`src/rtl/frt_pkg.sv`:
```
// ----------------------------------------------------------------------------
// frt_pkg
// Shared types and constants of the flow rate table and IP id rewriter.
// ----------------------------------------------------------------------------
package frt_pkg;

    localparam logic [7:0]  PROTO_TCP       = 8'd6;
    localparam logic [7:0]  PROTO_UDP       = 8'd17;
    localparam logic [15:0] TCP_OTHER_ID    = 16'd65535;
    localparam logic [15:0] UDP_ID          = 16'd65534;
    localparam logic [7:0]  LOCAL_OCTET_RST = 8'd10;

    localparam logic OP_INBOUND  = 1'b0;
    localparam logic OP_OUTBOUND = 1'b1;

    // Register index, taken from paddr[2].
    localparam logic REG_LISTENER = 1'b0;
    localparam logic REG_LOCAL    = 1'b1;

    typedef enum logic [1:0] {
        ST_IDLE,
        ST_SCAN,
        ST_FINISH
    } state_t;

    typedef struct packed {
        logic load;
        logic scan;
        logic commit;
    } dp_cmd_t;

    typedef struct packed {
        logic scan_done;
        logic out_free;
    } dp_stat_t;

    typedef struct packed {
        logic [31:0] src;
        logic [31:0] dst;
        logic [15:0] rate;
    } flow_entry_t;

endpackage

```
`src/rtl/frt_ctrl.sv`:
```
// ----------------------------------------------------------------------------
// frt_ctrl
// Sequencer: takes a header word, runs the table scan, then commits the result.
// ----------------------------------------------------------------------------
module frt_ctrl
(
    input  logic              clk,
    input  logic              rst_n,
    input  logic              in_valid,
    output logic              in_stall,
    input  frt_pkg::dp_stat_t stat,
    output frt_pkg::dp_cmd_t  cmd
);

    frt_pkg::state_t state_reg;
    frt_pkg::state_t state_next;

    always_ff @(posedge clk or negedge rst_n)
    begin
        if (!rst_n)
        begin
            state_reg <= frt_pkg::ST_IDLE;
        end
        else
        begin
            state_reg <= state_next;
        end
    end

    always_comb
    begin
        state_next = state_reg;
        unique case (state_reg)
            frt_pkg::ST_IDLE:
            begin
                if (in_valid)
                begin
                    state_next = frt_pkg::ST_SCAN;
                end
            end
            frt_pkg::ST_SCAN:
            begin
                if (stat.scan_done)
                begin
                    state_next = frt_pkg::ST_FINISH;
                end
            end
            frt_pkg::ST_FINISH:
            begin
                if (stat.out_free)
                begin
                    state_next = frt_pkg::ST_IDLE;
                end
            end
            default:
            begin
                state_next = frt_pkg::ST_IDLE;
            end
        endcase
    end

    always_comb
    begin
        cmd      = '0;
        in_stall = 1'b1;
        unique case (state_reg)
            frt_pkg::ST_IDLE:
            begin
                in_stall = 1'b0;
                cmd.load = in_valid;
            end
            frt_pkg::ST_SCAN:
            begin
                cmd.scan = 1'b1;
            end
            frt_pkg::ST_FINISH:
            begin
                cmd.commit = stat.out_free;
            end
            default:
            begin
                in_stall = 1'b1;
            end
        endcase
    end

endmodule

```
`config.mk`:
```
export PLATFORM = sky130hd
export DESIGN_NAME = frt_ctrl
export DESIGN_NICKNAME = d
export VERILOG_FILES = /design/src/rtl/frt_pkg.sv /design/src/rtl/frt_ctrl.sv
export SDC_FILE = /design/constraint.sdc
export NUM_CORES = 1
export LEC_CHECK = 0
export ABC_CLOCK_PERIOD_IN_PS = 900
export BUFFER_PORTS_ARGS = -buffer_cell sky130_fd_sc_hd__buf_4
export CAP_MARGIN = 20
export CORE_AREA = 2 2 39 41
export CTS_BUF_LIST = sky130_fd_sc_hd__clkbuf_8 sky130_fd_sc_hd__clkbuf_16
export DETAILED_ROUTE_END_ITERATION = 6
export DIE_AREA = 0 0 41 43
export GPL_ROUTABILITY_DRIVEN = 0
export PLACE_DENSITY_LB_ADDON = 0.05
export SETUP_SLACK_MARGIN = 0.3
export SLEW_MARGIN = 20
export SYNTH_ARGS = -nofsm -noshare
export SYNTH_HDL_FRONTEND = slang
export SYNTH_SLANG_ARGS = --single-unit
export TNS_END_PERCENT = 30
```
`constraint.sdc`:
```
create_clock -name clk -period 0.9 [get_ports clk]
set_input_delay 0.18 -clock clk [delete_from_list [all_inputs] [get_ports clk]]
set_output_delay 0.18 -clock clk [all_outputs]
set_load 0.005 [all_outputs]
```
### After elaboration in Yosys (flattened, before gate mapping)

Index checks and enable logic that the tools add are counted.

* register bits: 2
* bits of input ports: 5
* word-level logic and storage cells: 16

* equality and inequality tests: 5
* multiplexer cells: 8
* reduce and logical (&&, ||, !) cells: 2

Operators with widths (number)
* 2-to-1 mux 2 bit: 3
* != test 2 bit (second input constant): 3
* case mux 2 bit (3 select lines): 1
* 2-to-1 mux 1 bit: 4
* AND reduction 3 bit: 1
* equality test 2 x 1 -> 1 bit (second input constant): 1
* equality test 2 bit (second input constant): 1
* logical NOT 2 bit: 1

### Depth between registers and ports, before layout

* word-level depth: 3
* mapped depth: 2
* gate-level depth less buffers: 2

### Worst setup path before layout

No wires, ideal clock.

* path kind: register -> output
* from: reg state_reg[1]
* to: out cmd[2] (netlist bit)
* arrival: 758 ps
* data required time: 720 ps
* slack: -38 ps
* stages on the path, launching flop included: 3
* buffers on the path: 0
* cell sequence: dfrtp_1 > or2_1 > nor2_1

RTL lines
* start, declared: line frt_ctrl.sv:15 `frt_pkg::state_t state_reg;`
* start signal, assigned: line frt_ctrl.sv:22 `state_reg <= frt_pkg::ST_IDLE;`
* start signal, assigned: line frt_ctrl.sv:26 `state_reg <= state_next;`
* end, declared: line frt_ctrl.sv:12 `output frt_pkg::dp_cmd_t cmd`

==> run summary <==
The start point of the critical path is state_reg[1]$_DFFE_PN0P_. The number of fillers in the final layout came out at about 150. The power density over the cells is approximately 3400 nW/um2.

The area of the placeable core came out at around 1400 um2. In this run the deepest clock path goes through 2 buffers. The tree is rooted in a sky130_fd_sc_hd__clkbuf_8.

The largest fanout on the critical path is 3. The die is just over 40 um wide. For this run, the total global-route usage over all layers was measured as 0.0503.

The area growth from synthesis to layout is 131%. The final total power came out at roughly 940 uW. The count of nets left with antenna violations once routing finished came out at 0. The data arrival at the endpoint of the critical path is 1.03 ns. After synthesis the cells add up to approximately 120 um2. The number of vias in the routed layout came out at approximately 140. The critical path class is register to primary output. The number of antenna diodes is 0. Counting every net in the synthesized netlist gives 18. TritonCTS built the clock tree. The clock sink count is 2. The final worst setup slack is -0.312 ns. The final-layout setup total negative slack came out at -1.20 ns.

The count of buffers added on input and output ports is 8. The via count of the first global-routing pass is 128. Subtracting the final worst setup slack from the clock period gives 1.21 ns. The floorplan step defined a die boundary enclosing 1760 um2. The chip height is 43 um.

The count of final max-slew check failures is 0. The number of endpoints with negative hold slack in the final report came to 0. The worst slack after detailed placement is -0.126 ns. The first global-routing pass estimated slightly above 500 um of wire. The worst reg-to-reg setup slack came out at -0.09 ns. After detailed routing, the average wire length per cell comes to ~7.5 um. The area used by sequential logic in the layout came out at 50.0 um2.

The final worst-path cycle share is 1.35. The worst setup path is launched from a register. The run finished, with violations left. The total wire length is approximately 320 um.

After the last flow step, the layout net total stands at 34. The final reports fail on negative setup slack. After routing the design area is 274 um2.

Summing all multi-input logic gate instances after layout gives approximately 63 um2. The initial core utilization is 0.0859. The worst register-to-register path begins at state_reg[0]$_DFFE_PN0P_. Clock latency on the worst-skew pair, taken at its later pin, is ~0.21 ns.

The maximum level of the CTS H-tree is 1. Setup repair after global routing could not meet its margin everywhere. The worst-case vdd ir drop came out at around 0.76 mV.

The worst hold path belongs to the class input port to register. The most critical setup path has its endpoint at cmd[0]. The max-capacitance violation count came out at 0. The via density per instance came out at 3.14.

The critical path required time came out at 0.72 ns. Counting distinct cell types in the post-synthesis netlist gives 10. The placed instances occupy a cell area of ~210 um2. In the final layout, the share of cells above drive strength 1 is 0.556.

For this block, the initial DRC count from the detailed router was 0. For the worst flop-to-flop path, the logic depth is 4. Derived from the worst setup path, the maximum achievable clock frequency is just over 0.8 GHz. The sequential share of the synthesized area came out at 0.421. The clock transition at the registers of the reported paths is about 0.030 ns.

The number of warnings printed during yosys synthesis is 0. Clock skew on the completed layout was measured at between 0.003 and 0.004 ns. The row count came out at 14. The number of failing setup endpoints in the final timing report came out at 6. The leakage power figure came out at around 0.00014 uW. The initial antenna violation count came out at 0.

The length of the first detailed-routing pass in iterations came out at 1. STA classifies the critical path endpoint as a primary output. After synthesis, the mean cell area works out to a little over 9 um2. The total I/O pin count is 9. The number of buffers created by CTS is 3.

The cell count after synthesis came out at 13. The number of flip-flops in the largest register is 2. The endpoint identified for the worst register-to-register timing path is state_reg[0]$_DFFE_PN0P_. The relative slew slack is 0.907. The register bit total from synthesis came out at 2. The total overflow reported by the global router is 0. The pin slew with the least headroom to its limit is around 0.14 ns. The remaining routing DRC violations came out at 0. Entering global routing, the biggest net connects 5 pins.
[timing repair]
action                                 CTS  global route
buffers inserted                         1             0
setup endpoints to repair                6             6
endpoints found under the hold margin    2             0
hold buffers                             1             0
resized for setup                        0             2
pin swaps                                2             0
[cell type report]
cell class	count	area share
multi-input combinational	9	0.228
tap	16	0.0731
clock buffer	3	0.151
inverter	1	0.0137
sequential	2	0.183
timing repair buffer	12	0.352
[worst min-delay path by stage]
| stage | from | to | slack [ns] | cells past startpoint |
|---|---|---|---|---|
| floorplan | rst_n | state_reg[0]$_DFFE_PN0P_ | -0.12 | 0 |
| global placement | rst_n | state_reg[0]$_DFFE_PN0P_ | -0.04 | 1 |
| detailed placement | rst_n | state_reg[0]$_DFFE_PN0P_ | -0.03 | 1 |
| CTS | stat[1] | state_reg[1]$_DFFE_PN0P_ | 0.24 | 2 |
| global route | stat[1] | state_reg[1]$_DFFE_PN0P_ | 0.24 | 2 |
| finish | stat[1] | state_reg[1]$_DFFE_PN0P_ | 0.23 | 2 |
[metal layers]
metal	track usage	up-vias	wire length (um)
met5	0	-	0
met4	0.0400	0	0
met3	0.0524	0	50
met2	0.0563	7	137
met1	0.0516	59	136
li1	-	69	-
[critical path: stages (launching register included)]
cell and delay (ns):
sky130_fd_sc_hd__dfrtp_1 0.37, sky130_fd_sc_hd__buf_4 0.15, sky130_fd_sc_hd__and3b_1 0.17, sky130_fd_sc_hd__buf_4 0.13
[stage by stage]
stage | hold WS (ns) | utilization | instances
final | 0.229 | 0.198 | 43
after global routing | 0.244 | 0.198 | 43
after detailed placement | -0.0348 | 0.149 | 38
after CTS | 0.235 | 0.192 | 43
after floorplan | -0.116 | - | 13
after global placement | -0.0363 | 0.149 | 38
[synthesized netlist by cell type]
cell type	number	area, um2
sky130_fd_sc_hd__a21oi_1	1	5.00
sky130_fd_sc_hd__inv_1	1	3.75
sky130_fd_sc_hd__a22o_1	1	8.76
sky130_fd_sc_hd__nand2b_1	2	12.5
sky130_fd_sc_hd__nor2b_2	1	8.76
sky130_fd_sc_hd__nor2_1	2	7.51
sky130_fd_sc_hd__dfrtp_1	2	50.1
sky130_fd_sc_hd__and3b_1	1	8.76
sky130_fd_sc_hd__or2_1	1	6.26
sky130_fd_sc_hd__buf_4	1	7.51
[report_power, final]
| part | internal [uW] | total [uW] | switching [uW] |
|---|---|---|---|
| combinational | 287 | 438 | 152 |
| sequential | 132 | 158 | 25.7 |
| clock | 282 | 347 | 64.7 |
| total | 701 | 943 | 242 |
[cells by family after synthesis]
kind of cell           share of synthesized area
DFF                                        0.421
and+or+nand+nor                            0.368
AOI/OAI and AO/OA                          0.116
buffers and inverters                     0.0947
[layout by cell type, fill, tap and decap left out]
cell type / instances
sky130_fd_sc_hd__nor2b_4: 1
sky130_fd_sc_hd__nand2b_1: 2
sky130_fd_sc_hd__a21oi_1: 1
sky130_fd_sc_hd__inv_1: 1
sky130_fd_sc_hd__clkbuf_8: 3
sky130_fd_sc_hd__dfrtp_1: 2
sky130_fd_sc_hd__buf_4: 10
sky130_fd_sc_hd__dlygate4sd3_1: 1
sky130_fd_sc_hd__buf_6: 1
sky130_fd_sc_hd__and3b_1: 1
sky130_fd_sc_hd__nor2_1: 2
sky130_fd_sc_hd__a22o_1: 1
sky130_fd_sc_hd__or2_1: 1
No activity file was read; power rests on OpenSTA's default activity.
